### config.mk
export PLATFORM = sky130hd
export DESIGN_NAME = fuzzy_subsequence_scorer
export DESIGN_NICKNAME = d
export VERILOG_FILES = /design/src/rtl/fsc_pkg.sv /design/src/rtl/fuzzy_subsequence_scorer.sv /design/src/rtl/fsc_ram.sv /design/src/rtl/fsc_queue.sv /design/src/rtl/fsc_front.sv /design/src/rtl/fsc_back.sv
export SDC_FILE = /design/constraint.sdc
export NUM_CORES = 1
export LEC_CHECK = 0
export BUFFER_PORTS_ARGS = -buffer_cell sky130_fd_sc_hd__buf_4
export CELL_PAD_IN_SITES_DETAIL_PLACEMENT = 0
export CELL_PAD_IN_SITES_GLOBAL_PLACEMENT = 1
export CORE_MARGIN = 3
export CORE_UTILIZATION = 45
export CTS_CLUSTER_SIZE = 24
export DETAILED_ROUTE_END_ITERATION = 16
export GPL_TIMING_DRIVEN = 0
export PLACE_DENSITY_LB_ADDON = 0.12
export SLEW_MARGIN = 20
export SYNTH_ARGS = -nofsm -noshare
export SYNTH_HDL_FRONTEND = slang
export SYNTH_SLANG_ARGS = --single-unit
### constraint.sdc
create_clock -name aclk -period 6.4 [get_ports aclk]
set_input_delay 0 -clock aclk [delete_from_list [all_inputs] [get_ports aclk]]
set_output_delay 0 -clock aclk [all_outputs]
set_load 0.01 [all_outputs]
### src/rtl/fsc_pkg.sv
// ============================================================================
// fsc_pkg
// Types, constants and character helpers of the fuzzy subsequence scorer.
// ============================================================================
package fsc_pkg;

    // Sizes
    localparam int MAX_PATTERN_DEF = 64;
    localparam int CHAR_W          = 8;
    localparam int BIAS_W          = 8;
    localparam int POS_W           = 7;
    localparam int CNT_W           = 7;
    localparam int SCORE_W         = 11;
    localparam int S_TDATA_W       = 8;
    localparam int M_TDATA_W       = 16;
    localparam int QUEUE_DEPTH     = 2;

    // Saturation limits
    localparam logic [POS_W-1:0]   POS_SAT   = 7'd127;
    localparam logic [CNT_W-1:0]   CNT_SAT   = 7'd127;
    localparam logic [SCORE_W-1:0] SCORE_SAT = 11'd2047;

    // Score weights
    localparam int SCORE_EXACT  = 10;
    localparam int SCORE_BOUND  = 5;
    localparam int SCORE_PREFIX = 100;
    localparam int SCORE_EMPTY  = 1000;

    localparam logic [CHAR_W-1:0] CHAR_UNDERSCORE = 8'h5F;

    // Request kinds carried in s_tuser
    typedef enum logic [1:0] {
        REQ_CLEAR  = 2'd0,
        REQ_APPEND = 2'd1,
        REQ_CAND   = 2'd2
    } req_t;

    // Classified word handed from front to back
    typedef struct packed {
        req_t              req;
        logic [CHAR_W-1:0] ch;
        logic              last;
    } cmd_t;

    // Scan state captured on the final candidate character
    typedef struct packed {
        logic               empty;
        logic               complete;
        logic               prefix_ok;
        logic [SCORE_W-1:0] running;
        logic [CNT_W-1:0]   bound_cnt;
    } snap_t;

    function automatic logic is_upper(input logic [CHAR_W-1:0] c);
        return (c >= 8'h41) && (c <= 8'h5A);
    endfunction

    function automatic logic is_lower(input logic [CHAR_W-1:0] c);
        return (c >= 8'h61) && (c <= 8'h7A);
    endfunction

    // ASCII case fold to lower case
    function automatic logic [CHAR_W-1:0] fold(input logic [CHAR_W-1:0] c);
        return is_upper(c) ? (c + 8'd32) : c;
    endfunction

endpackage

### src/rtl/fuzzy_subsequence_scorer.sv
// m_tvalid rises after a final candidate character passes the queue, snapshot and
// output registers. Throughput: one word per cycle unless m_tready stalls, set by
// the scan step whose next match count addresses the pattern RAM for the following word.
// Pattern, clear and unused-code words produce no result.
// Reset (aresetn low, synchronous) clears pattern length, scan state, queue and
// bias; pattern RAM contents are not cleared and need no clearing pass.
// ============================================================================
// fuzzy_subsequence_scorer
// Case-insensitive greedy subsequence matcher with position and boundary
// scoring; front classifies stream words, back runs the scan and scoring.
// ============================================================================
module fuzzy_subsequence_scorer import fsc_pkg::*; #(
    parameter int MAX_PATTERN = MAX_PATTERN_DEF
) (
    input  logic                 aclk,
    input  logic                 aresetn,
    // Input stream
    input  logic                 s_tvalid,
    output logic                 s_tready,
    input  logic [S_TDATA_W-1:0] s_tdata,   // [7:0] char_code
    input  logic                 s_tlast,   // last_char
    input  logic [1:0]           s_tuser,   // [1:0] req_type
    // Result stream
    output logic                 m_tvalid,
    input  logic                 m_tready,
    output logic [M_TDATA_W-1:0] m_tdata,   // [10:0] score, [15:11] zero
    output logic [0:0]           m_tuser,   // [0] matched
    // Bias register write
    input  logic                 cfg_valid,
    output logic                 cfg_ready,
    input  logic [BIAS_W-1:0]    cfg_data   // [7:0] score_bias
);
    logic               bias_we;
    logic [BIAS_W-1:0]  score_bias_reg;
    logic               q_full, q_valid, q_push, q_pop;
    cmd_t               push_cmd, head_cmd;
    logic               matched;
    logic [SCORE_W-1:0] score;

    // Bias register
    assign cfg_ready = 1'b1;
    assign bias_we   = cfg_valid && cfg_ready;

    always_ff @(posedge aclk) begin
        if (!aresetn) begin
            score_bias_reg <= '0;
        end else if (bias_we) begin
            score_bias_reg <= cfg_data;
        end
    end

    fsc_front u_front (
        .s_tvalid (s_tvalid),
        .s_tready (s_tready),
        .s_tdata  (s_tdata),
        .s_tlast  (s_tlast),
        .s_tuser  (s_tuser),
        .q_full   (q_full),
        .push     (q_push),
        .cmd      (push_cmd)
    );

    fsc_queue u_queue (
        .aclk     (aclk),
        .aresetn  (aresetn),
        .push     (q_push),
        .push_cmd (push_cmd),
        .full     (q_full),
        .pop      (q_pop),
        .valid    (q_valid),
        .head     (head_cmd)
    );

    fsc_back #(
        .MAX_PATTERN (MAX_PATTERN)
    ) u_back (
        .aclk       (aclk),
        .aresetn    (aresetn),
        .q_valid    (q_valid),
        .q_pop      (q_pop),
        .q_cmd      (head_cmd),
        .score_bias (score_bias_reg),
        .m_valid    (m_tvalid),
        .m_ready    (m_tready),
        .m_matched  (matched),
        .m_score    (score)
    );

    // Result packing
    assign m_tdata = {{(M_TDATA_W - SCORE_W){1'b0}}, score};
    assign m_tuser = matched;

endmodule

### src/rtl/fsc_ram.sv
// ============================================================================
// fsc_ram
// Generic single-write, single-read RAM with registered read data.
// ============================================================================
module fsc_ram #(
    parameter  int WIDTH = 8,
    parameter  int DEPTH = 64,
    localparam int AW    = (DEPTH > 1) ? $clog2(DEPTH) : 1
) (
    input  logic             aclk,
    input  logic             we,
    input  logic [AW-1:0]    waddr,
    input  logic [WIDTH-1:0] wdata,
    input  logic [AW-1:0]    raddr,
    output logic [WIDTH-1:0] rdata
);
    logic [WIDTH-1:0] mem [DEPTH];

    // Write port and registered read (read returns old data on collision)
    always_ff @(posedge aclk) begin
        if (we) begin
            mem[waddr] <= wdata;
        end
        rdata <= mem[raddr];
    end

endmodule

### src/rtl/fsc_queue.sv
// ============================================================================
// fsc_queue
// Short FIFO of classified words between the front and back sections.
// ============================================================================
module fsc_queue import fsc_pkg::*; (
    input  logic aclk,
    input  logic aresetn,
    input  logic push,
    input  cmd_t push_cmd,
    output logic full,
    input  logic pop,
    output logic valid,
    output cmd_t head
);
    localparam int PW = (QUEUE_DEPTH > 1) ? $clog2(QUEUE_DEPTH) : 1;

    cmd_t            entry_reg [QUEUE_DEPTH];
    logic [PW-1:0]   wr_ptr_reg, wr_ptr_next;
    logic [PW-1:0]   rd_ptr_reg, rd_ptr_next;
    logic [PW:0]     cnt_reg, cnt_next;

    assign full  = (cnt_reg == (PW+1)'(QUEUE_DEPTH));
    assign valid = (cnt_reg != '0);
    assign head  = entry_reg[rd_ptr_reg];

    // Pointer and fill bookkeeping
    always_comb begin
        wr_ptr_next = wr_ptr_reg;
        rd_ptr_next = rd_ptr_reg;
        cnt_next    = cnt_reg;
        if (push) begin
            wr_ptr_next = (wr_ptr_reg == PW'(QUEUE_DEPTH - 1)) ? '0 : wr_ptr_reg + 1'b1;
        end
        if (pop) begin
            rd_ptr_next = (rd_ptr_reg == PW'(QUEUE_DEPTH - 1)) ? '0 : rd_ptr_reg + 1'b1;
        end
        case ({push, pop})
            2'b10:   cnt_next = cnt_reg + 1'b1;
            2'b01:   cnt_next = cnt_reg - 1'b1;
            default: cnt_next = cnt_reg;
        endcase
    end

    always_ff @(posedge aclk) begin
        if (!aresetn) begin
            wr_ptr_reg <= '0;
            rd_ptr_reg <= '0;
            cnt_reg    <= '0;
        end else begin
            wr_ptr_reg <= wr_ptr_next;
            rd_ptr_reg <= rd_ptr_next;
            cnt_reg    <= cnt_next;
        end
    end

    // Storage
    always_ff @(posedge aclk) begin
        if (push) begin
            entry_reg[wr_ptr_reg] <= push_cmd;
        end
    end

endmodule

### src/rtl/fsc_front.sv
// ============================================================================
// fsc_front
// Input side: takes stream words, sorts them by request kind, drops unused
// codes and pushes the rest into the queue.
// ============================================================================
module fsc_front import fsc_pkg::*; (
    input  logic                 s_tvalid,
    output logic                 s_tready,
    input  logic [S_TDATA_W-1:0] s_tdata,   // [7:0] char_code
    input  logic                 s_tlast,
    input  logic [1:0]           s_tuser,   // [1:0] req_type
    input  logic                 q_full,
    output logic                 push,
    output cmd_t                 cmd
);
    logic accept;
    req_t req;

    assign s_tready = !q_full;
    assign accept   = s_tvalid && s_tready;
    assign req      = req_t'(s_tuser);

    // Classify; last only matters on a candidate character
    always_comb begin
        push     = 1'b0;
        cmd.req  = req;
        cmd.ch   = s_tdata[CHAR_W-1:0];
        cmd.last = 1'b0;
        case (req)
            REQ_CLEAR, REQ_APPEND: begin
                push = accept;
            end
            REQ_CAND: begin
                push     = accept;
                cmd.last = s_tlast;
            end
            default: begin
                push = 1'b0;
            end
        endcase
    end

endmodule

### src/rtl/fsc_back.sv
// ============================================================================
// fsc_back
// Execution side: pattern store, greedy subsequence scan, result capture
// and final score with output register.
// ============================================================================
module fsc_back import fsc_pkg::*; #(
    parameter int MAX_PATTERN = MAX_PATTERN_DEF
) (
    input  logic               aclk,
    input  logic               aresetn,
    input  logic               q_valid,
    output logic               q_pop,
    input  cmd_t               q_cmd,
    input  logic [BIAS_W-1:0]  score_bias,
    output logic               m_valid,
    input  logic               m_ready,
    output logic               m_matched,
    output logic [SCORE_W-1:0] m_score
);
    localparam int LW = $clog2(MAX_PATTERN + 1);
    localparam int AW = (MAX_PATTERN > 1) ? $clog2(MAX_PATTERN) : 1;
    localparam int CW = (LW > POS_W) ? LW : POS_W;
    localparam logic [LW-1:0] LEN_MAX = LW'(MAX_PATTERN);

    // Scan state
    logic [LW-1:0]      len_reg, len_next;
    logic [LW-1:0]      mc_reg, mc_next;
    logic [POS_W-1:0]   pos_reg, pos_next;
    logic [SCORE_W-1:0] rs_reg, rs_next;
    logic               prefix_reg, prefix_next;
    logic [CNT_W-1:0]   bc_reg, bc_next;
    logic [CHAR_W-1:0]  prev_reg, prev_next;

    // Pattern store and write bypass
    logic               ram_we;
    logic [AW-1:0]      ram_raddr;
    logic [CHAR_W-1:0]  ram_rdata;
    logic               byp_valid_reg;
    logic [CHAR_W-1:0]  byp_data_reg;
    logic [CHAR_W-1:0]  cur_char;

    // Result pipeline
    logic               snap_valid_reg;
    snap_t              snap_reg, snap_next;
    logic               snap_load, snap_move, snap_free, out_free;
    logic               out_valid_reg;
    logic               out_matched_reg, out_matched_next;
    logic [SCORE_W-1:0] out_score_reg, out_score_next;

    // Compare terms
    logic               active, hit, boundary, exact;
    logic [3:0]         amt;
    logic [SCORE_W:0]   rs_sum;
    logic [SCORE_W-1:0] bc_x10;
    logic [SCORE_W:0]   total;

    fsc_ram #(
        .WIDTH (CHAR_W),
        .DEPTH (MAX_PATTERN)
    ) u_pattern_ram (
        .aclk  (aclk),
        .we    (ram_we),
        .waddr (len_reg[AW-1:0]),
        .wdata (q_cmd.ch),
        .raddr (ram_raddr),
        .rdata (ram_rdata)
    );

    // Handshake between stages
    assign out_free  = !out_valid_reg || m_ready;
    assign snap_move = snap_valid_reg && out_free;
    assign snap_free = !snap_valid_reg || snap_move;
    assign q_pop     = q_valid && snap_free;

    // Pattern character at the current match count
    assign cur_char  = byp_valid_reg ? byp_data_reg : ram_rdata;
    assign active    = (mc_reg < len_reg);
    assign hit       = active && (fold(q_cmd.ch) == fold(cur_char));
    assign boundary  = (pos_reg == '0) || (prev_reg == CHAR_UNDERSCORE) ||
                       (is_lower(prev_reg) && is_upper(q_cmd.ch));
    assign exact     = (CW'(pos_reg) == CW'(mc_reg));
    assign amt       = (exact ? 4'(SCORE_EXACT) : 4'd0) +
                       (boundary ? 4'(SCORE_BOUND) : 4'd0);
    assign rs_sum    = {1'b0, rs_reg} + (SCORE_W+1)'(amt);

    // Next match count addresses the store for the following word
    assign ram_raddr = mc_next[AW-1:0];

    // Scan step
    always_comb begin
        len_next    = len_reg;
        mc_next     = mc_reg;
        pos_next    = pos_reg;
        rs_next     = rs_reg;
        prefix_next = prefix_reg;
        bc_next     = bc_reg;
        prev_next   = prev_reg;
        ram_we      = 1'b0;
        snap_load   = 1'b0;
        snap_next   = snap_reg;
        if (q_pop) begin
            case (q_cmd.req)
                REQ_CLEAR, REQ_APPEND: begin
                    if (q_cmd.req == REQ_CLEAR) begin
                        len_next = '0;
                    end else if (len_reg < LEN_MAX) begin
                        ram_we   = 1'b1;
                        len_next = len_reg + 1'b1;
                    end
                    mc_next     = '0;
                    pos_next    = '0;
                    rs_next     = '0;
                    prefix_next = 1'b1;
                    bc_next     = '0;
                    prev_next   = '0;
                end
                REQ_CAND: begin
                    if (hit) begin
                        rs_next = rs_sum[SCORE_W] ? SCORE_SAT : rs_sum[SCORE_W-1:0];
                        if (boundary && (bc_reg < CNT_SAT)) begin
                            bc_next = bc_reg + 1'b1;
                        end
                        mc_next = mc_reg + 1'b1;
                    end else if (active) begin
                        prefix_next = 1'b0;
                    end
                    prev_next = q_cmd.ch;
                    if (pos_reg < POS_SAT) begin
                        pos_next = pos_reg + 1'b1;
                    end
                    if (q_cmd.last) begin
                        snap_load           = 1'b1;
                        snap_next.empty     = (len_reg == '0);
                        snap_next.complete  = (mc_next == len_reg);
                        snap_next.prefix_ok = prefix_next;
                        snap_next.running   = rs_next;
                        snap_next.bound_cnt = bc_next;
                        mc_next     = '0;
                        pos_next    = '0;
                        rs_next     = '0;
                        prefix_next = 1'b1;
                        bc_next     = '0;
                        prev_next   = '0;
                    end
                end
                default: begin
                    len_next = len_reg;
                end
            endcase
        end
    end

    always_ff @(posedge aclk) begin
        if (!aresetn) begin
            len_reg       <= '0;
            mc_reg        <= '0;
            pos_reg       <= '0;
            rs_reg        <= '0;
            prefix_reg    <= 1'b1;
            bc_reg        <= '0;
            prev_reg      <= '0;
            byp_valid_reg <= 1'b0;
        end else begin
            len_reg       <= len_next;
            mc_reg        <= mc_next;
            pos_reg       <= pos_next;
            rs_reg        <= rs_next;
            prefix_reg    <= prefix_next;
            bc_reg        <= bc_next;
            prev_reg      <= prev_next;
            // RAM reads old data when writing the entry it reads
            byp_valid_reg <= ram_we && (len_reg[AW-1:0] == ram_raddr);
        end
    end

    always_ff @(posedge aclk) begin
        byp_data_reg <= q_cmd.ch;
    end

    // Captured scan state
    always_ff @(posedge aclk) begin
        if (!aresetn) begin
            snap_valid_reg <= 1'b0;
        end else if (snap_load) begin
            snap_valid_reg <= 1'b1;
        end else if (snap_move) begin
            snap_valid_reg <= 1'b0;
        end
    end

    always_ff @(posedge aclk) begin
        if (snap_load) begin
            snap_reg <= snap_next;
        end
    end

    // Nonempty match: running + prefix bonus + 10/boundary + bias, saturated
    assign bc_x10 = {SCORE_W'(snap_reg.bound_cnt) << 3} + {SCORE_W'(snap_reg.bound_cnt) << 1};

    always_comb begin
        if (snap_reg.empty) begin
            total = (SCORE_W+1)'(SCORE_EMPTY) + (SCORE_W+1)'(score_bias);
        end else begin
            total = {1'b0, snap_reg.running} + {1'b0, bc_x10} +
                    (SCORE_W+1)'(score_bias) +
                    (snap_reg.prefix_ok ? (SCORE_W+1)'(SCORE_PREFIX) : '0);
        end
        out_matched_next = snap_reg.empty || snap_reg.complete;
        if (!out_matched_next) begin
            out_score_next = '0;
        end else if (total > {1'b0, SCORE_SAT}) begin
            out_score_next = SCORE_SAT;
        end else begin
            out_score_next = total[SCORE_W-1:0];
        end
    end

    // Output register
    always_ff @(posedge aclk) begin
        if (!aresetn) begin
            out_valid_reg <= 1'b0;
        end else if (out_free) begin
            out_valid_reg <= snap_valid_reg;
        end
    end

    always_ff @(posedge aclk) begin
        if (snap_move) begin
            out_matched_reg <= out_matched_next;
            out_score_reg   <= out_score_next;
        end
    end

    assign m_valid   = out_valid_reg;
    assign m_matched = out_matched_reg;
    assign m_score   = out_score_reg;

endmodule

=== Word level (Yosys, flattened, before mapping) ===
Memories as Yosys holds them, arrays and structs flattened. A register that Yosys moved wholly into a read port is not among the register bits.
Cells that the tools add are included.

* Latch bits: 0
* Bits of input ports: 24
* Bits in registers: 104
* Output and inout port bits: 20
* Bits in writable memories: 534
* Memories kept: 2
* Memory bits (read-only): 0

* Bitwise logic cells: 0
* $add $sub $neg: 17
* Shift-type cells: 0
* Multipliers: 0
* Reductions and logical operators: 33
* Order comparisons: 11
* Mux-type cells: 53
* Divide/modulo/power cells: 0
* Equality and inequality tests: 13

{| class="wikitable"
|+ Memory list
! name !! depth !! width !! rd ports !! clocked after Yosys merged registers in !! write ports !! RTL line !! source
|-
| u_back.u_pattern_ram.mem || 64 || 8 || 1 || 1 || 1 || fsc_ram.sv:17 || <nowiki>logic [WIDTH-1:0] mem [DEPTH];</nowiki>
|-
| u_queue.entry_reg || 2 || 11 || 1 || 1 || 1 || fsc_queue.sv:17 || <nowiki>cmd_t entry_reg [QUEUE_DEPTH];</nowiki>
|}

{| class="wikitable"
|+ Operators with widths
! cell !! count
|-
| 7-bit 2-to-1 mux || 12
|-
| 11-bit 2-to-1 mux || 4
|-
| 7-bit case mux with 2 select lines || 3
|-
| 8-bit 2-to-1 mux || 4
|-
| 7-bit by 1-bit adder with 7-bit output (second input constant) || 4
|-
| 8-bit by 7-bit greater-or-equal comparator with 1-bit output (second input constant) || 3
|-
| 8-bit by 7-bit <= comparator with 1-bit output (second input constant) || 3
|-
| 1-bit 2-to-1 mux || 22
|-
| 11-bit case mux with 2 select lines || 1
|-
| 7-bit < comparator (second input constant) || 3
|-
| 8-bit by 6-bit adder with 8-bit output (second input constant) || 2
|-
| 8-bit case mux with 2 select lines || 1
|-
| 7-bit equality test || 2
|-
| 7-bit logical NOT || 2
|-
| 11-bit by 11-bit adder with 12-bit output || 1
|-
| 11-bit by 4-bit adder with 12-bit output || 1
|-
| 12-bit adder || 1
|-
| 12-bit by 8-bit adder with 12-bit output || 1
|-
| 12-bit by 11-bit greater-than comparator with 1-bit output (second input constant) || 1
|-
| 12-bit 2-to-1 mux || 1
|-
| 10-bit by 8-bit adder with 11-bit output || 1
|-
| 10-bit by 8-bit adder with 11-bit output (first input constant) || 1
|-
| 1-bit logical AND || 10
|-
| 2-bit nonzero test || 5
|-
| 24 further kinds || 38
|}

=== Depth between registers and ports, before layout ===
Gate-level depths: netlist (run 1).

* Depth in word-level cells: 14
* Depth in mapped cells: 20
* Mapped depth without buffers: 18

=== Hierarchy ===
A second synthesis (run 1) with hierarchy kept.

* Cells, all modules: 1690
* Area, all modules: 27725.3 sq um

{| class="wikitable"
|+ Modules (own cells, without submodules)
! module !! seq. area each (sq um) !! area an instance (sq um) !! instances !! cells an instance
|-
| fsc_ram || 15534.9 || 20166.8 || 1 || 940
|-
| fsc_back || 2172.1 || 6099.6 || 1 || 646
|-
| fsc_queue || 760.7 || 1008.5 || 1 || 56
|-
| fuzzy_subsequence_scorer || 160.2 || 354.1 || 1 || 33
|-
| fsc_front || 0.0 || 96.3 || 1 || 15
|}

=== Least setup slack after synthesis (run 1) ===
No wires, ideal clock.

* Path kind: register to register
* From: register with a tool-made name
* To: register u_back.u_pattern_ram.rdata[5] (read register of u_back.u_pattern_ram.mem)
* Path slack: 1.915 ns
* Library setup time: 0.092 ns
* Cell stages (with the launch flop): 17
* Arrival time: 4.393 ns
* Clock period less this slack: 4.485 ns
* Path buffers: 4
* Cell sequence: dfxtp_1 -> buf_6 -> mux2i_1 -> inv_1 -> ha_1 -> o41ai_2 -> xnor2_1 -> and4_4 -> buf_6 -> a32o_1 -> a31oi_1 -> buf_2 -> buf_2 -> mux2i_1 -> o22ai_1 -> or4_1 -> nor4_1

{| class="wikitable"
|+ RTL lines
! item !! RTL line !! source
|-
| end: declaration || fsc_ram.sv:15 || <nowiki>output logic [WIDTH-1:0] rdata</nowiki>
|}

==> impl_metrics.ini, run 1 <==
[status]
status = finished clean

[critical_path]
cp.required_ns = 6.86
critical_path.cell_chain = buf_6 -> mux2i_2 -> inv_4 -> a21oi_2 -> o21a_2 -> a21oi_1 -> o21a_1 -> nor4_1 -> nand2_1 -> a31oi_1 -> buf_2 -> buf_2 -> mux2i_1 -> o22ai_1 -> or4_1 -> nor4_2
regToRegEndpoint = u_back.u_pattern_ram.rdata[3]$_DFF_P_
cpMaxStageDelayCell = sky130_fd_sc_hd__mux2i_2
crit_cells = 16
startpoint_type = register
worst-endpoint-arrival_ns = 6.37
timing.critical_path.fanout_max = 66
timing.critical_path.buf_inv = 4
reg2reg_slack_ns = 0.49
cp_top_family = simple AND/OR/NAND/NOR gates
crit_end = u_back.u_pattern_ram.rdata[3]$_DFF_P_
end_kind = register
crit_top_cell = sky130_fd_sc_hd__buf_2
ff2ff_path_depth = 16
crit_path_max_incr_delay_ns = 0.57
type_of_the_worst_setup_path = register to register

[timing]
fmax_mhz = 169
post-route-worst-setup-slack_ns = 0.494
max-slew-margin-rel_pct = 30.3
final_max_slew_viol_count = 0
hold_slack_ns = 0.131
final_period_minus_worst_setup_slack_ns = 5.91
grt_setup_unrepaired = false
transition_time_at_the_pin_with_the_least_slew_margin_ns = 1.04
hold_viol_final = 0
final-setup-viol-count = 0
finClkSkew_ns = 0.0211
final_critical_path_share_of_the_clock_period_pct = 92.3

[cts]
cts.path.max_buffers = 3
clock_tree.root_cell = sky130_fd_sc_hd__clkbuf_16
insertion_delay_ns = 0.61
numClockSinks = 647
clk_pin_slew_ns = 0.06
cts_tree = done
htreeDepth = 3
tritoncts.num_buffers = 70
cts_setup_buffers = 0

[die]
fp.dieH_um = 256
initial_utilization_pct = 46.0
die_x_um = 256
boundaryPins = 44
core_area_um2 = 60900
core.rowCount = 90
dieArea_um2 = 65300

[routing]
wire_length_per_cell_after_detailed_routing_um = 23.5
drt_drc_violations_left = 0
detail_route.first_pass.iterations = 6
route.vias.total = 17878
detailedRoute.firstIterationViolations = 1611
via_per_inst = 5.61
wire_length_after_detailed_routing_mm = 74.8
antenna_violating_nets_left = 0

[finish]
final_layout_size_suffix_gt1_share_pct = 10.6
largest_reg_flops = 512
layout_commonest_cell = sky130_fd_sc_hd__edfxtp_1
final_nets = 2385
most_frequent_cells_in_the_layout = sky130_fd_sc_hd__edfxtp_1 (567), sky130_fd_sc_hd__nand2_1 (305), sky130_fd_sc_hd__mux2i_1 (157)
area_growth_pct = 14.4

[placed_design]
dpl_worst_slack_ns = 0.343
finalWeightedCongestion = 0.875
io_buffer_count = 35
post-dp-hpwl_mm = 50.1

[logic_synthesis]
synth-compound-area-share_pct = 7.95
synthCells = 2156
yosys.area_share.simple_pct = 11.5
multiplexer_share_of_the_synthesized_area_pct = 6.08
number_of_synthesis_warnings = 0
yosys_register_bits = 647
synth-seq-area-share_pct = 66.5
netlist_area_um2 = 28000
synth_cell_types = 78
synth_top_family_by_area = simple AND/OR/NAND/NOR gates
synth-adder-area-share_pct = 3.07
syn-mean-instance-area_um2 = 13.0
synth_edf_count = 567
async_reset_ff_share_pct = 0
share_of_the_synthesized_netlist_area_taken_by_xor_and_xnor_gates_pct = 1.81
postSynth.topFlopCell = sky130_fd_sc_hd__edfxtp_1

[grt]
first_global_vias = 17515
grt_use_met1_pct = 30.4
grt.total_usage_pct = 22.8
busiest_layer = met2
largest_net_degree_at_the_start_of_global_routing = 69
gr-total-overflow = 0
grt_antenna_before_repair = 2
grt_first_pass_wirelength_mm = 112
groute.layer.met3.usage_pct = 3.25
grt.met2_usage_pct = 38.6

[pwr]
irDropWorstVdd_mv = 0.229
total_leakage_power_nw = 11.3
power_density_nw_per_um2 = 331

[min_path]
hold_path.class = input port to register

[job]
max_cap_violations = 0
==> cell usage after synthesis, drive strengths merged (43+ instances only) <==
library cell	number	area share, %
edfxtp	567	61
nand2	305	4.1
mux2i	160	5.8
nor2	130	1.8
a21oi	119	2.2
nand3	105	1.9
dfxtp	80	5.7
buf	71	1.6
inv	65	0.87
a22oi	53	1.4
clkbuf	45	0.60
o21ai	43	0.77
==> power by group <==
group,switching (W),internal (W)
clock network,0.00166,0.00238
registers,0.0000585,0.00507
logic,0.00105,0.000399
==> per-stage QoR <==
stage	setup TNS, ns	total power, W	util, %	instance area (um^2)	std cells
2_1_floorplan	0	0.00607	-	28000	2160
5_1_grt	0	0.0110	52.6	32100	3184
6_report	0	0.0106	52.6	32100	3185
3_5_place_dp	0	0.00667	48.3	29400	3027
4_1_cts	0	0.0107	52.6	32000	3184
3_3_place_gp	-4.24	0.00661	48.1	29300	3023
==> worst min-delay path by stage <==
stage                           from                            endpoint  slack, ns  cells past startpoint
after CTS                 s_tdata[7]   u_queue.entry_reg[0][8]$_DFFE_PP_       0.10                      2
after global routing      s_tdata[6]   u_queue.entry_reg[1][7]$_DFFE_PP_       0.12                      2
after floorplan           s_tuser[1]  u_queue.entry_reg[0][10]$_DFFE_PP_        0.1                      0
final                     s_tdata[6]   u_queue.entry_reg[1][7]$_DFFE_PP_       0.13                      2
after global placement    s_tdata[7]   u_queue.entry_reg[0][8]$_DFFE_PP_       0.19                      1
after detailed placement  s_tdata[2]   u_queue.entry_reg[0][3]$_DFFE_PP_       0.19                      1
==> cell families after synthesis <==
| kind of cell | count (synthesis) |
|---|---|
| multiplexers | 168 |
| AO/OA/AOI/OAI | 347 |
| other | 2 |
| XOR/XNOR | 58 |
| flip-flops | 647 |
| buffers and inverters | 182 |
| adder cells (fa/ha/maj) | 58 |
| AND/OR/NAND/NOR | 694 |
==> routing by layer <==
metal | wire length (um) | part of all wire, % | up-vias
li1 | - | - | 8267
met1 | 32000 | 43 | 8996
met2 | 37000 | 50 | 481
met3 | 3580 | 4.8 | 130
met4 | 2170 | 2.9 | 4
met5 | 30 | 0.040 | -
==> what timing repair did <==
item / CTS / global route
hold endpoints to repair: 45 / 0
endpoints found under the setup margin: 0 / 1
resized for setup: 0 / 1
hold buffers: 32 / 0
==> layout make-up <==
cell class	count	area (um^2)
fill	5200	28900
sequential	647	18600
multi-input combinational	1331	8560
clock buffer	88	1880
tap	828	1040
timing repair buffer	71	662
buffer	116	611
clock inverter	37	407
inverter	66	263
antenna	1	2.50
(Power assumes the default switching activity.)
==> inputs of run 2 (changes only) <==
--- a/config.mk
+++ b/config.mk
@@ -10,6 +10,7 @@
 export CELL_PAD_IN_SITES_GLOBAL_PLACEMENT = 1
 export CORE_MARGIN = 3
 export CORE_UTILIZATION = 45
+export CTS_BUF_LIST = sky130_fd_sc_hd__clkbuf_8
 export CTS_CLUSTER_SIZE = 24
 export DETAILED_ROUTE_END_ITERATION = 16
 export GPL_TIMING_DRIVEN = 0
==> run 2 against run 1 <==
  * Setup slack worse by 0.21 ns
  * First-iteration DRC count up 0.74%
  * Critical path depth up 1
  * Worst hold slack worse by 0.056 ns
  * Largest power group unchanged
  * Sequential cell count unchanged
  * Via count up 1.6%
  * Combinational power about the same
  * Clock power down 16%
  * Critical endpoint unchanged
  * Global-route usage up 0.19 points
==> impl_metrics.ini, run 2 (synthesis results as in run 1) <==
[status]
status = finished clean

[finish]
finish.utilization_pct = 52.2
layoutNonFillerInstCount = 3257
largest_reg_flops = 512
most_frequent_cells_in_the_layout = sky130_fd_sc_hd__edfxtp_1 (567), sky130_fd_sc_hd__nand2_1 (305), sky130_fd_sc_hd__mux2i_1 (157)
area_growth_pct = 13.5
stdcell_area_um2 = 31800
layout_commonest_cell = sky130_fd_sc_hd__edfxtp_1
final_layout_size_suffix_gt1_share_pct = 11.8
final_nets = 2428

[routing]
antenna_violating_nets_left = 0
via_per_inst = 5.58
route.vias.total = 18171
wire_length_per_cell_after_detailed_routing_um = 23.2
drt_drc_violations_left = 0
wire_length_after_detailed_routing_mm = 75.5
detail_route.first_pass.iterations = 5
detailedRoute.firstIterationViolations = 1623

[timing]
final-setup-viol-count = 0
max-slew-margin-rel_pct = 28.9
final_max_slew_viol_count = 0
final_period_minus_worst_setup_slack_ns = 6.11
finClkSkew_ns = 0.0310
final_critical_path_share_of_the_clock_period_pct = 95.5
hold_viol_final = 0
transition_time_at_the_pin_with_the_least_slew_margin_ns = 1.06
grt_setup_unrepaired = false
fmax_mhz = 164

[critical_path]
worst-endpoint-arrival_ns = 6.64
startpoint_type = register
crit_path_max_incr_delay_ns = 0.72
cpMaxStageDelayCell = sky130_fd_sc_hd__nor4_1
timing.critical_path.fanout_max = 68
critical_path.cell_chain = buf_6 -> buf_4 -> mux2_4 -> ha_1 -> nand2_1 -> a41oi_1 -> a21oi_1 -> o21a_1 -> nor4_1 -> nand2_1 -> a31oi_1 -> buf_2 -> buf_2 -> mux2i_1 -> o22ai_1 -> or4_1 -> nor4_1
end_kind = register
cp.required_ns = 6.92
type_of_the_worst_setup_path = register to register

[pwr]
p_int_w = 0.00719
power_switching_share_pct = 27.8
total_leakage_power_nw = 11.4
p_clk_share_pct = 33.9
net-switching-power_w = 0.00277
power_density_nw_per_um2 = 313
irDropWorstVdd_mv = 0.181
comb_power_share_pct = 14.6
seq_power_share_pct = 51.5

[cts]
cts.path.max_buffers = 3
cts_setup_buffers = 0
clk_pin_slew_ns = 0.06
numClockSinks = 647
cts_tree = done
clock_tree.root_cell = sky130_fd_sc_hd__clkbuf_8
htreeDepth = 3
tritoncts.num_buffers = 106
insertion_delay_ns = 0.71

[placed_design]
finalWeightedCongestion = 0.875
io_buffer_count = 35
post-dp-hpwl_mm = 50.1
dpl_cell_area_um2 = 29400
cell_count_after_placement = 3027

[job]
max_cap_violations = 0

[grt]
grt_first_pass_wirelength_mm = 113
grt.total_usage_pct = 22.9
grt_antenna_before_repair = 2
first_global_vias = 17906
largest_net_degree_at_the_start_of_global_routing = 69
gr-total-overflow = 0

[die]
fp.dieH_um = 256
boundaryPins = 44
core.rowCount = 90
die_x_um = 256
core_area_um2 = 60900
initial_utilization_pct = 46.0
dieArea_um2 = 65300

[min_path]
hold_path.class = input port to register
-- run 2: final timing paths --
check	cells after the start	endpoint	start	slack [ns]
max reg2reg	17	u_back.u_pattern_ram.rdata[3]$_DFF_P_	register	0.29
min	2	u_queue.entry_reg[0][4]$_DFFE_PP_	s_tdata[3]	0.07
max	17	u_back.u_pattern_ram.rdata[3]$_DFF_P_	register	0.29
min reg2reg	1	u_back.prefix_reg$_SDFFE_PN1P_	u_back.prefix_reg$_SDFFE_PN1P_	0.45
-- run 2: metal layers --
layer | track usage [%] | part of all wire (%)
met1 | 30.4 | 42
met5 | 0 | 0.017
met4 | 7.82 | 3.1
met3 | 3.51 | 5.9
met2 | 38.8 | 49
-- run 2: cell type report --
| type | count | area, um^2 |
|---|---|---|
| antenna | 1 | 2.50 |
| buffer | 116 | 611 |
| clock buffer | 114 | 1570 |
| clock inverter | 76 | 394 |
| fill | 5281 | 29100 |
| inverter | 66 | 265 |
| multi-input combinational | 1331 | 8560 |
| sequential | 647 | 18600 |
| tap | 828 | 1040 |
| timing repair buffer | 78 | 732 |
-- run 2: critical path: cells and delay by family (launching register included) --
kind,cells,cell delay (ns)
muxes,2,1.00
buffers and inverters,4,1.15
AOI/OAI and AO/OA,5,1.16
and+or+nand+nor,5,2.00
adders and majority gates,1,0.28
DFF,1,0.34
-- run 2: timing repair --
action / in CTS / in global routing
gates resized for setup: 0 / 1
endpoints found under the setup margin: 0 / 1
endpoints found under the hold margin: 61 / 0
hold buffers: 39 / 0
-- run 2: per-stage QoR --
stage | power, W | TNS (ns) | hold slack (ns) | worst slack (ns)
2_1_floorplan | 0.00607 | 0 | 0.0989 | 1.92
4_1_cts | 0.0101 | 0 | 0.00278 | 0.337
6_report | 0.00996 | 0 | 0.0747 | 0.286
3_3_place_gp | 0.00661 | -4.24 | 0.186 | -0.735
3_5_place_dp | 0.00667 | 0 | 0.188 | 0.343
5_1_grt | 0.0104 | 0 | 0.0401 | 0.0244
-- run 2: power by group through the flow --
stage,clock network [W],registers (W),logic (W)
after global placement,0,0.00525,0.00137
after floorplan,0,0.00520,0.000866
after global routing,0.00366,0.00514,0.00162
after detailed placement,0,0.00522,0.00145
final,0.00338,0.00513,0.00146
after CTS,0.00345,0.00513,0.00148
